### config.mk
export PLATFORM = sky130hd
export DESIGN_NAME = accel_step_counter
export DESIGN_NICKNAME = d
export VERILOG_FILES = /design/src/asc_pkg.sv /design/src/asc_datapath.sv /design/src/asc_ctrl.sv /design/src/accel_step_counter.sv
export VERILOG_INCLUDE_DIRS = /design/src /design/src/src
export SDC_FILE = /design/constraint.sdc
export NUM_CORES = 1
export LEC_CHECK = 0
export BUFFER_PORTS_ARGS = -buffer_cell sky130_fd_sc_hd__buf_2
export CORE_AREA = 2 2 188 190
export DETAILED_ROUTE_END_ITERATION = 8
export DIE_AREA = 0 0 190 192
export PLACE_DENSITY = 0.82
export SYNTH_ARGS = -nofsm -noshare
export SYNTH_HDL_FRONTEND = slang
export SYNTH_SLANG_ARGS = --single-unit
### constraint.sdc
create_clock -name aclk -period 12.1 [get_ports aclk]
set_input_delay 1.815 -clock aclk [delete_from_list [all_inputs] [get_ports aclk]]
set_output_delay 1.815 -clock aclk [all_outputs]
set_load 0.02 [all_outputs]
### src/accel_step_counter_assert.svh
// Assertion macros for the step counter RTL.
// No dependencies; included by modules that carry checks.
`ifndef ACCEL_STEP_COUNTER_ASSERT_SVH
`define ACCEL_STEP_COUNTER_ASSERT_SVH

// same-cycle implication
`define ASC_ASSERT_NOW(label, clk, rstn, ante, cons) \
    label: assert property (@(posedge clk) disable iff (!(rstn)) (ante) |-> (cons)) \
        else $error("step counter check failed");

// next-cycle implication
`define ASC_ASSERT_NEXT(label, clk, rstn, ante, cons) \
    label: assert property (@(posedge clk) disable iff (!(rstn)) (ante) |=> (cons)) \
        else $error("step counter check failed");

`endif

### src/asc_pkg.sv
// Shared constants, types and the FIR coefficient table for the step counter.
// No dependencies.
`default_nettype none

package asc_pkg;

    localparam int MagW      = 32;
    localparam int RootW     = 16;
    localparam int ShiftedW  = RootW - 5;
    localparam int SampleW   = 8;
    localparam int CoefW     = 8;
    localparam int ProdW     = SampleW + CoefW;
    localparam int TapCount  = 7;
    localparam int TapIdxW   = 3;
    localparam int AccW      = 17;
    localparam int FiltW     = 16;
    localparam int ThrW      = 13;
    localparam int GapW      = 8;
    localparam int HeldW     = 5;
    localparam int CntW      = 4;
    localparam int SqrtSteps = 16;
    localparam int CfgIdxW   = 8;
    localparam int CfgDataW  = 13;
    localparam int OutTdataW = 8;

    localparam logic [RootW-1:0]    RootTopBit  = 16'h8000;
    localparam logic [ShiftedW-1:0] ClampHiIn   = 11'd383;
    localparam logic [ShiftedW-1:0] ClampLoIn   = 11'd128;
    localparam logic signed [SampleW-1:0] SampleMax = 8'sd127;
    localparam logic signed [SampleW-1:0] SampleMin = -8'sd128;
    localparam logic [GapW-1:0]     GapMax      = 8'd255;
    localparam logic [HeldW-1:0]    HeldMax     = 5'd31;

    localparam logic [CfgIdxW-1:0] CfgPeakThreshold = 8'd0;
    localparam logic [CfgIdxW-1:0] CfgMinStepGap    = 8'd1;
    localparam logic [CfgIdxW-1:0] CfgMaxStepGap    = 8'd2;
    localparam logic [CfgIdxW-1:0] CfgStepsConfirm  = 8'd3;

    localparam logic [ThrW-1:0]  RstPeakThreshold = 13'd300;
    localparam logic [GapW-1:0]  RstMinStepGap    = 8'd4;
    localparam logic [GapW-1:0]  RstMaxStepGap    = 8'd16;
    localparam logic [HeldW-1:0] RstStepsConfirm  = 5'd5;

    typedef struct packed {
        logic [ThrW-1:0]  peak_threshold;
        logic [GapW-1:0]  min_step_gap;
        logic [GapW-1:0]  max_step_gap;
        logic [HeldW-1:0] steps_to_confirm;
    } cfg_t;

    typedef struct packed {
        logic               load;
        logic               sqrt_step;
        logic               ring_write;
        logic               fir_step;
        logic               decide;
        logic [TapIdxW-1:0] tap;
    } cmd_t;

    typedef struct packed {
        logic out_busy;
    } status_t;

    function automatic logic signed [CoefW-1:0] tap_coef(input logic [TapIdxW-1:0] idx);
        logic signed [CoefW-1:0] c;
        case (idx)
            3'd0:    c = -8'sd11;
            3'd1:    c = -8'sd15;
            3'd2:    c = 8'sd44;
            3'd3:    c = 8'sd68;
            3'd4:    c = 8'sd44;
            3'd5:    c = -8'sd15;
            3'd6:    c = -8'sd11;
            default: c = 8'sd0;
        endcase
        return c;
    endfunction

endpackage

`default_nettype wire

### src/asc_datapath.sv
// Datapath: iterative square root, sample ring with serial FIR, peak test,
// gait tracking and the output register. Depends on asc_pkg.
`default_nettype none

module asc_datapath (
    input  wire logic                          aclk,
    input  wire logic                          aresetn,
    input  wire asc_pkg::cmd_t                 cmd,
    output asc_pkg::status_t                   status,
    input  wire asc_pkg::cfg_t                 cfg,
    input  wire logic [asc_pkg::MagW-1:0]      s_tdata,
    output logic                               m_tvalid,
    input  wire logic                          m_tready,
    output logic [asc_pkg::OutTdataW-1:0]      m_tdata
);

    typedef enum logic [3:0] {
        G_STILL    = 4'b0001,
        G_STEP1    = 4'b0010,
        G_COUNTING = 4'b0100,
        G_STEPPING = 4'b1000
    } gait_t;

    logic [asc_pkg::MagW-1:0]            x_reg;
    logic [asc_pkg::RootW-1:0]           root_reg, root_next;
    logic [asc_pkg::RootW-1:0]           mask_reg;
    logic [asc_pkg::RootW-1:0]           trial;
    logic [asc_pkg::MagW-1:0]            trial_sq;

    logic signed [asc_pkg::SampleW-1:0]  ring_reg [asc_pkg::TapCount];
    logic [asc_pkg::TapIdxW-1:0]         wr_ptr_reg, rd_ptr_reg;
    logic [asc_pkg::ShiftedW-1:0]        shifted;
    logic signed [asc_pkg::SampleW-1:0]  sample;
    logic signed [asc_pkg::ProdW-1:0]    prod;
    logic signed [asc_pkg::AccW-1:0]     acc_reg;

    logic signed [asc_pkg::FiltW-1:0]    f_newest_reg, f_prev_reg;
    logic signed [asc_pkg::FiltW-1:0]    f_new;
    logic signed [asc_pkg::AccW-1:0]     f_new_ext, thr_ext;
    logic                                candidate;

    gait_t                               gait_reg, gait_next;
    logic [asc_pkg::HeldW-1:0]           held_reg, held_next, held_inc;
    logic [asc_pkg::GapW-1:0]            gap_reg, gap_inc;
    logic                                in_time;
    logic [asc_pkg::HeldW-1:0]           added;

    logic                                m_tvalid_reg;
    logic [asc_pkg::HeldW-1:0]           steps_reg;

    // square root: one trial bit per step
    assign trial    = root_reg | mask_reg;
    assign trial_sq = asc_pkg::MagW'(trial) * asc_pkg::MagW'(trial);
    assign root_next = (x_reg >= trial_sq) ? trial : root_reg;

    always_ff @(posedge aclk) begin
        if (cmd.load) begin
            x_reg    <= s_tdata;
            root_reg <= '0;
            mask_reg <= asc_pkg::RootTopBit;
        end else if (cmd.sqrt_step) begin
            root_reg <= root_next;
            mask_reg <= mask_reg >> 1;
        end
    end

    // offset, scale and clamp to a signed byte
    assign shifted = root_reg[asc_pkg::RootW-1:5];
    always_comb begin
        if (shifted >= asc_pkg::ClampHiIn) begin
            sample = asc_pkg::SampleMax;
        end else if (shifted < asc_pkg::ClampLoIn) begin
            sample = asc_pkg::SampleMin;
        end else begin
            sample = signed'(shifted[asc_pkg::SampleW-1:0]);
        end
    end

    assign prod = ring_reg[rd_ptr_reg] * asc_pkg::tap_coef(cmd.tap);

    always_ff @(posedge aclk) begin
        if (!aresetn) begin
            for (int i = 0; i < asc_pkg::TapCount; i++) begin
                ring_reg[i] <= '0;
            end
            wr_ptr_reg <= '0;
            rd_ptr_reg <= '0;
        end else if (cmd.ring_write) begin
            ring_reg[wr_ptr_reg] <= sample;
            rd_ptr_reg <= wr_ptr_reg;
            wr_ptr_reg <= (wr_ptr_reg == asc_pkg::TapIdxW'(asc_pkg::TapCount - 1)) ?
                          '0 : wr_ptr_reg + 1'b1;
        end else if (cmd.fir_step) begin
            rd_ptr_reg <= (rd_ptr_reg == '0) ?
                          asc_pkg::TapIdxW'(asc_pkg::TapCount - 1) : rd_ptr_reg - 1'b1;
        end
    end

    always_ff @(posedge aclk) begin
        if (cmd.ring_write) begin
            acc_reg <= '0;
        end else if (cmd.fir_step) begin
            acc_reg <= acc_reg + asc_pkg::AccW'(prod);
        end
    end

    // floor divide by four
    assign f_new     = {acc_reg[asc_pkg::AccW-1], acc_reg[asc_pkg::AccW-1:2]};
    assign f_new_ext = asc_pkg::AccW'(f_new);
    assign thr_ext   = signed'({4'b0000, cfg.peak_threshold});
    assign candidate = (f_newest_reg > f_prev_reg) && (f_newest_reg > f_new) &&
                       (f_new_ext > thr_ext);

    assign gap_inc  = (gap_reg == asc_pkg::GapMax) ? gap_reg : gap_reg + 1'b1;
    assign in_time  = (gap_inc >= cfg.min_step_gap) && (gap_inc <= cfg.max_step_gap);
    assign held_inc = (held_reg < asc_pkg::HeldMax) ? held_reg + 1'b1 : held_reg;

    always_comb begin
        gait_next = gait_reg;
        held_next = held_reg;
        added     = '0;
        if (candidate) begin
            case (gait_reg)
                G_STILL: begin
                    gait_next = G_STEP1;
                    held_next = 5'd1;
                end
                G_STEP1: begin
                    held_next = in_time ? 5'd2 : 5'd1;
                    if (in_time) begin
                        gait_next = G_COUNTING;
                    end
                end
                G_COUNTING: begin
                    if (in_time) begin
                        held_next = held_inc;
                        if (held_inc >= cfg.steps_to_confirm) begin
                            gait_next = G_STEPPING;
                            added     = cfg.steps_to_confirm;
                        end
                    end else begin
                        gait_next = G_STEP1;
                    end
                end
                G_STEPPING: begin
                    if (in_time) begin
                        added = 5'd1;
                    end else begin
                        gait_next = G_STEP1;
                    end
                end
                default: begin
                    gait_next = G_STILL;
                end
            endcase
        end
    end

    always_ff @(posedge aclk) begin
        if (!aresetn) begin
            f_newest_reg <= '0;
            f_prev_reg   <= '0;
            gait_reg     <= G_STILL;
            held_reg     <= '0;
            gap_reg      <= '0;
        end else if (cmd.decide) begin
            f_prev_reg   <= f_newest_reg;
            f_newest_reg <= f_new;
            gait_reg     <= gait_next;
            held_reg     <= held_next;
            gap_reg      <= candidate ? '0 : gap_inc;
        end
    end

    // output register
    always_ff @(posedge aclk) begin
        if (!aresetn) begin
            m_tvalid_reg <= 1'b0;
        end else if (cmd.decide) begin
            m_tvalid_reg <= 1'b1;
        end else if (m_tready) begin
            m_tvalid_reg <= 1'b0;
        end
    end

    always_ff @(posedge aclk) begin
        if (cmd.decide) begin
            steps_reg <= added;
        end
    end

    assign status.out_busy = m_tvalid_reg && !m_tready;
    assign m_tvalid        = m_tvalid_reg;
    assign m_tdata         = {(asc_pkg::OutTdataW - asc_pkg::HeldW)'(0), steps_reg};

endmodule

`default_nettype wire

### src/asc_ctrl.sv
// Sequencer: steps each item through root, ring write, filter and decision.
// Depends on asc_pkg and accel_step_counter_assert.svh.
`default_nettype none

`include "accel_step_counter_assert.svh"

module asc_ctrl (
    input  wire logic              aclk,
    input  wire logic              aresetn,
    input  wire logic              s_tvalid,
    output logic                   s_tready,
    input  wire asc_pkg::status_t  status,
    output asc_pkg::cmd_t          cmd
);

    typedef enum logic [4:0] {
        S_IDLE   = 5'b00001,
        S_SQRT   = 5'b00010,
        S_WRITE  = 5'b00100,
        S_FIR    = 5'b01000,
        S_DECIDE = 5'b10000
    } state_t;

    state_t                    state_reg, state_next;
    logic [asc_pkg::CntW-1:0]  cnt_reg, cnt_next;

    localparam logic [asc_pkg::CntW-1:0] SqrtLast = asc_pkg::CntW'(asc_pkg::SqrtSteps - 1);
    localparam logic [asc_pkg::CntW-1:0] TapLast  = asc_pkg::CntW'(asc_pkg::TapCount - 1);

    assign s_tready = (state_reg == S_IDLE);

    always_comb begin
        cmd.load       = s_tvalid && (state_reg == S_IDLE);
        cmd.sqrt_step  = (state_reg == S_SQRT);
        cmd.ring_write = (state_reg == S_WRITE);
        cmd.fir_step   = (state_reg == S_FIR);
        cmd.decide     = (state_reg == S_DECIDE) && !status.out_busy;
        cmd.tap        = cnt_reg[asc_pkg::TapIdxW-1:0];
    end

    always_comb begin
        state_next = state_reg;
        cnt_next   = cnt_reg;
        case (state_reg)
            S_IDLE: begin
                if (s_tvalid) begin
                    state_next = S_SQRT;
                    cnt_next   = '0;
                end
            end
            S_SQRT: begin
                cnt_next = cnt_reg + 1'b1;
                if (cnt_reg == SqrtLast) begin
                    state_next = S_WRITE;
                end
            end
            S_WRITE: begin
                state_next = S_FIR;
                cnt_next   = '0;
            end
            S_FIR: begin
                cnt_next = cnt_reg + 1'b1;
                if (cnt_reg == TapLast) begin
                    state_next = S_DECIDE;
                end
            end
            S_DECIDE: begin
                if (!status.out_busy) begin
                    state_next = S_IDLE;
                end
            end
            default: begin
                state_next = S_IDLE;
            end
        endcase
    end

    always_ff @(posedge aclk) begin
        if (!aresetn) begin
            state_reg <= S_IDLE;
            cnt_reg   <= '0;
        end else begin
            state_reg <= state_next;
            cnt_reg   <= cnt_next;
        end
    end

    `ASC_ASSERT_NEXT(a_load_starts_root, aclk, aresetn, cmd.load, (state_reg == S_SQRT) && (cnt_reg == '0))
    `ASC_ASSERT_NEXT(a_root_to_write, aclk, aresetn, (state_reg == S_SQRT) && (cnt_reg == SqrtLast), state_reg == S_WRITE)
    `ASC_ASSERT_NEXT(a_fir_runs_all_taps, aclk, aresetn, (state_reg == S_FIR) && (cnt_reg != TapLast), state_reg == S_FIR)
    `ASC_ASSERT_NOW(a_no_overwrite, aclk, aresetn, cmd.decide, !status.out_busy)

endmodule

`default_nettype wire

### src/accel_step_counter.sv
// Step counter top level: configuration registers, sequencer and datapath.
// Depends on asc_pkg, asc_ctrl and asc_datapath.
//
// Usage:
//   s_ channel: one squared accelerometer magnitude per item on s_tdata.
//   m_ channel: one result item per input item; m_tdata[4:0] holds the steps
//   credited by that sample (0, 1, or the confirm count when a run is confirmed).
//   cfg channel: register writes, index 0 peak threshold, 1 min gap, 2 max gap,
//   3 steps to confirm; other indexes are ignored. cfg_ready is always high.
// Timing: s_tready returns once the decision step has completed, so an item is
//   taken only after the previous one is through; the steps are the bit-serial
//   square root (one 16x16 multiply per step), a ring write, the FIR that shares
//   one 8x8 multiplier over the taps and a decision step, which holds while the
//   output is stalled. The result is held in the output register until taken.
// Reset (aresetn low, synchronous): filter ring, filter history, gait state and
//   gap counter clear; registers return to 300, 4, 16, 5.
// Stall: a result waits in the output register; the next item is still taken,
//   and its decision step holds until the previous result has gone.
`default_nettype none

module accel_step_counter (
    input  wire logic                           aclk,
    input  wire logic                           aresetn,
    input  wire logic                           s_tvalid,
    output logic                                s_tready,
    input  wire logic [asc_pkg::MagW-1:0]       s_tdata,     // [31:0] mag_squared
    output logic                                m_tvalid,
    input  wire logic                           m_tready,
    output logic [asc_pkg::OutTdataW-1:0]       m_tdata,     // [4:0] steps_added, [7:5] zero
    input  wire logic                           cfg_valid,
    output logic                                cfg_ready,
    input  wire logic [asc_pkg::CfgIdxW-1:0]    cfg_index,
    input  wire logic [asc_pkg::CfgDataW-1:0]   cfg_data
);

    asc_pkg::cfg_t    cfg_reg;
    asc_pkg::cmd_t    cmd;
    asc_pkg::status_t status;

    assign cfg_ready = 1'b1;

    always_ff @(posedge aclk) begin
        if (!aresetn) begin
            cfg_reg.peak_threshold   <= asc_pkg::RstPeakThreshold;
            cfg_reg.min_step_gap     <= asc_pkg::RstMinStepGap;
            cfg_reg.max_step_gap     <= asc_pkg::RstMaxStepGap;
            cfg_reg.steps_to_confirm <= asc_pkg::RstStepsConfirm;
        end else if (cfg_valid && cfg_ready) begin
            case (cfg_index)
                asc_pkg::CfgPeakThreshold: begin
                    cfg_reg.peak_threshold <= cfg_data;
                end
                asc_pkg::CfgMinStepGap: begin
                    cfg_reg.min_step_gap <= cfg_data[asc_pkg::GapW-1:0];
                end
                asc_pkg::CfgMaxStepGap: begin
                    cfg_reg.max_step_gap <= cfg_data[asc_pkg::GapW-1:0];
                end
                asc_pkg::CfgStepsConfirm: begin
                    cfg_reg.steps_to_confirm <= cfg_data[asc_pkg::HeldW-1:0];
                end
                default: begin
                end
            endcase
        end
    end

    asc_ctrl u_ctrl (
        .aclk     (aclk),
        .aresetn  (aresetn),
        .s_tvalid (s_tvalid),
        .s_tready (s_tready),
        .status   (status),
        .cmd      (cmd)
    );

    asc_datapath u_datapath (
        .aclk     (aclk),
        .aresetn  (aresetn),
        .cmd      (cmd),
        .status   (status),
        .cfg      (cfg_reg),
        .s_tdata  (s_tdata),
        .m_tvalid (m_tvalid),
        .m_tready (m_tready),
        .m_tdata  (m_tdata)
    );

endmodule

`default_nettype wire
==> results.toml <==
[status]
run_status = "finished clean"

[detailed_routing]
wire_per_inst_um = 17.3
drt-initial-drc-count = 1106
drt_pass1_iterations = 5
via_per_inst = 5.80
ant_nets = 0
drcViolationCount = 0
wirelength_um = 50200
vias = 16800

[floorplanning]
die_h_um = 192
rows = 68
core_um2 = 34300
die_width_um = 190
ios = 69
die_area_um2 = 36500
start_util = 0.644

[finish]
diodes = 0
drive_gt1_frac = 0.0770
syn2layout_area_growth_pct = 7.72
final_core_util = 0.694
largest_reg_flops = 64
fill_cells = 2591
fin_nets = 2956

[clocking]
numCtsBuffers = 28
h-tree-depth = 1
path_clk_slew_ns = 0.06
hold_buffers = 0
clock_latency_ns = 0.59
clock-sinks = 250
cts_buffer_depth = 3
cts_setup_buffers = 0
cts_resized = 0
cts_tree = "done"
root_buffer = "clkbuf_16"

[yosys]
avgSynthCellArea_um2 = 9.25
yosys-top-cells-area = "fa_1 20%, ha_1 15%, dfxtp_1 14%, edfxtp_1 13%, inv_1 6.7%"
synth_edf_count = 93
synth_cells = 2387
synth-seq-area-share = 0.269
synth_top_area_frac = 0.200
synthFlopType = "dfxtp_1"
yosys.area.top_type = "fa_1"
synth_cell_types = 82
synth-seq-cells = 250
ys_warn_count = 0
ys_async_sr_fraction = 0
syn_area_um2 = 22100

[critical_path]
worstPathArrival_ns = 9.17
crit_fanout = 16
cp-start-kind = "flip-flop"
worstSetupPathType = "flip-flop to flip-flop"
crit_path_end_kind = "flip-flop"
cp.required_ns = 12.54

[placed_design]
place_congestion = 0.982
io_buffers = 64
hpwl_um = 38500

[flow_run]
max-cap-violations = 0

[pwr]
pwr_density_cell_nw_per_um2 = 101
vdd_ir_drop_max_mv = 0.111
power_leakage_nw = 11.2

[sta]
final_max_slew_viol_count = 0
fin_skew_ns = 0.0140
rsz0062_at_grt = "no"
finalSetupViolCount = 0
worst_slew_pin_slew_ns = 1.23
fin_crit_sh = 0.722
slew_headroom = 0.177
min_period_ns = 8.73
final.setup.tns_ns = 0
max_freq_mhz = 114
hold_viol_final = 0

[global_routing]
grt_use_total = 0.287
grt_pass1_vias = 17400
grt_pass1_wl_um = 84400
grt_max_degree = 76
grt_antenna_before_repair = 0
grt_overflow = 0

[hold_path]
min_path_type = "flip-flop to flip-flop"
[area by class of cell]
class	count	area, um2	share of cell area
Multi-Input combinational cell	1661	14300	0.603
Sequential cell	250	5940	0.250
Inverter	399	1500	0.0630
Clock buffer	37	820	0.0345
Tap cell	455	569	0.0239
Timing Repair Buffer	80	440	0.0185
Clock inverter	15	180	0.00757
[worst paths after layout]
check / startpoint / end / slack, ns / depth (start not counted)
setup reg to reg: u_datapath.root_reg[12] / u_datapath.root_reg[4] / 3.37 / 27
setup / recovery: u_datapath.root_reg[12] / u_datapath.root_reg[4] / 3.37 / 27
hold / removal: u_datapath.f_prev_reg[2] / u_datapath.f_prev_reg[2] / 0.46 / 2
hold reg to reg: u_datapath.f_prev_reg[2] / u_datapath.f_prev_reg[2] / 0.46 / 2
[layer usage]
layer	wire, um	GRT usage
met2	25200	0.507
met3	2870	0.0435
met1	20300	0.358
met4	1950	0.105
met5	0	0
[cells by family after synthesis]
family / after synthesis / share of synthesized area
AOI/OAI and AO/OA: 352 / 0.101
xor gates and xnor gates: 58 / 0.0230
adders and majority gates: 479 / 0.346
buffers and inverters: 478 / 0.0825
DFF: 250 / 0.269
muxes: 59 / 0.0359
other: 2 / 0.000340
and+or+nand+nor: 709 / 0.142
[synthesized netlist by cell type (7+ instances only)]
master / count
nand2_1: 249
nor2_1: 251
inv_1: 394
mux2i_1: 41
a21oi_1: 127
clkbuf_1: 63
a211oi_1: 7
nand3_1: 45
nand2b_1: 19
o21ai_0: 82
nand4_1: 23
fa_1: 221
and3_1: 7
o211ai_1: 11
or3_1: 8
a32oi_1: 16
xnor2_1: 36
nor3_1: 40
o21ai_1: 9
buf_2: 7
ha_1: 257
nor2b_1: 14
mux4_2: 16
o21a_1: 9
dfxtp_1: 157
edfxtp_1: 93
a21o_1: 18
or2_2: 17
a31oi_1: 9
xor2_1: 22
[cells in the final DEF (no fill, tap or decap), drive strengths merged, types with 36 or more instances in the layout]
cell	count
inv	401
ha	257
nor2	251
nand2	249
fa	221
dfxtp	157
a21oi	129
edfxtp	93
o21ai	92
buf	80
nand3	45
mux2i	41
nor3	40
clkbuf	37
xnor2	36
[where the power goes]
part | total, W | switching (W) | internal [W] | leakage, nW
clock network | 0.000909 | 0.000381 | 0.000528 | 0.491
registers | 0.000907 | 0.0000130 | 0.000894 | 2.18
logic | 0.000594 | 0.000346 | 0.000248 | 8.50
total | 0.00241 | 0.000740 | 0.00167 | 11.2
[stage by stage]
stage          hold slack [ns]  setup slack [ns]  area (um2)  instances  total power (W)
2_1_floorplan            0.428              4.53       22100       2389          0.00136
3_3_place_gp             0.440              3.73       22800       2845          0.00148
3_5_place_dp             0.447              3.46       22800       2845          0.00151
4_1_cts                  0.456              3.45       23800       2897          0.00242
5_1_grt                  0.474              2.91       23800       2897          0.00252
6_report                 0.455              3.37       23800       2897          0.00241
[worst max-delay path: stages (launching register included)]
cell	delay, ns
dfxtp_1	0.33
nor2_1	0.51
clkinv_1	0.53
nand2_1	0.27
fa_1	0.46
inv_1	0.08
fa_1	0.44
fa_1	0.52
fa_1	0.52
fa_1	0.58
inv_1	0.08
fa_1	0.53
inv_1	0.04
ha_1	0.37
a21oi_1	0.16
o21ai_0	0.12
a32o_1	0.31
a2111oi_4	0.45
a211oi_2	0.15
o311ai_1	0.32
nand2_1	0.14
xnor2_1	0.17
ha_1	0.26
nor2b_1	0.13
o21ai_0	0.16
nand2b_1	0.45
a32oi_1	0.37
o21ai_0	0.12
(Power assumes the default switching activity.)
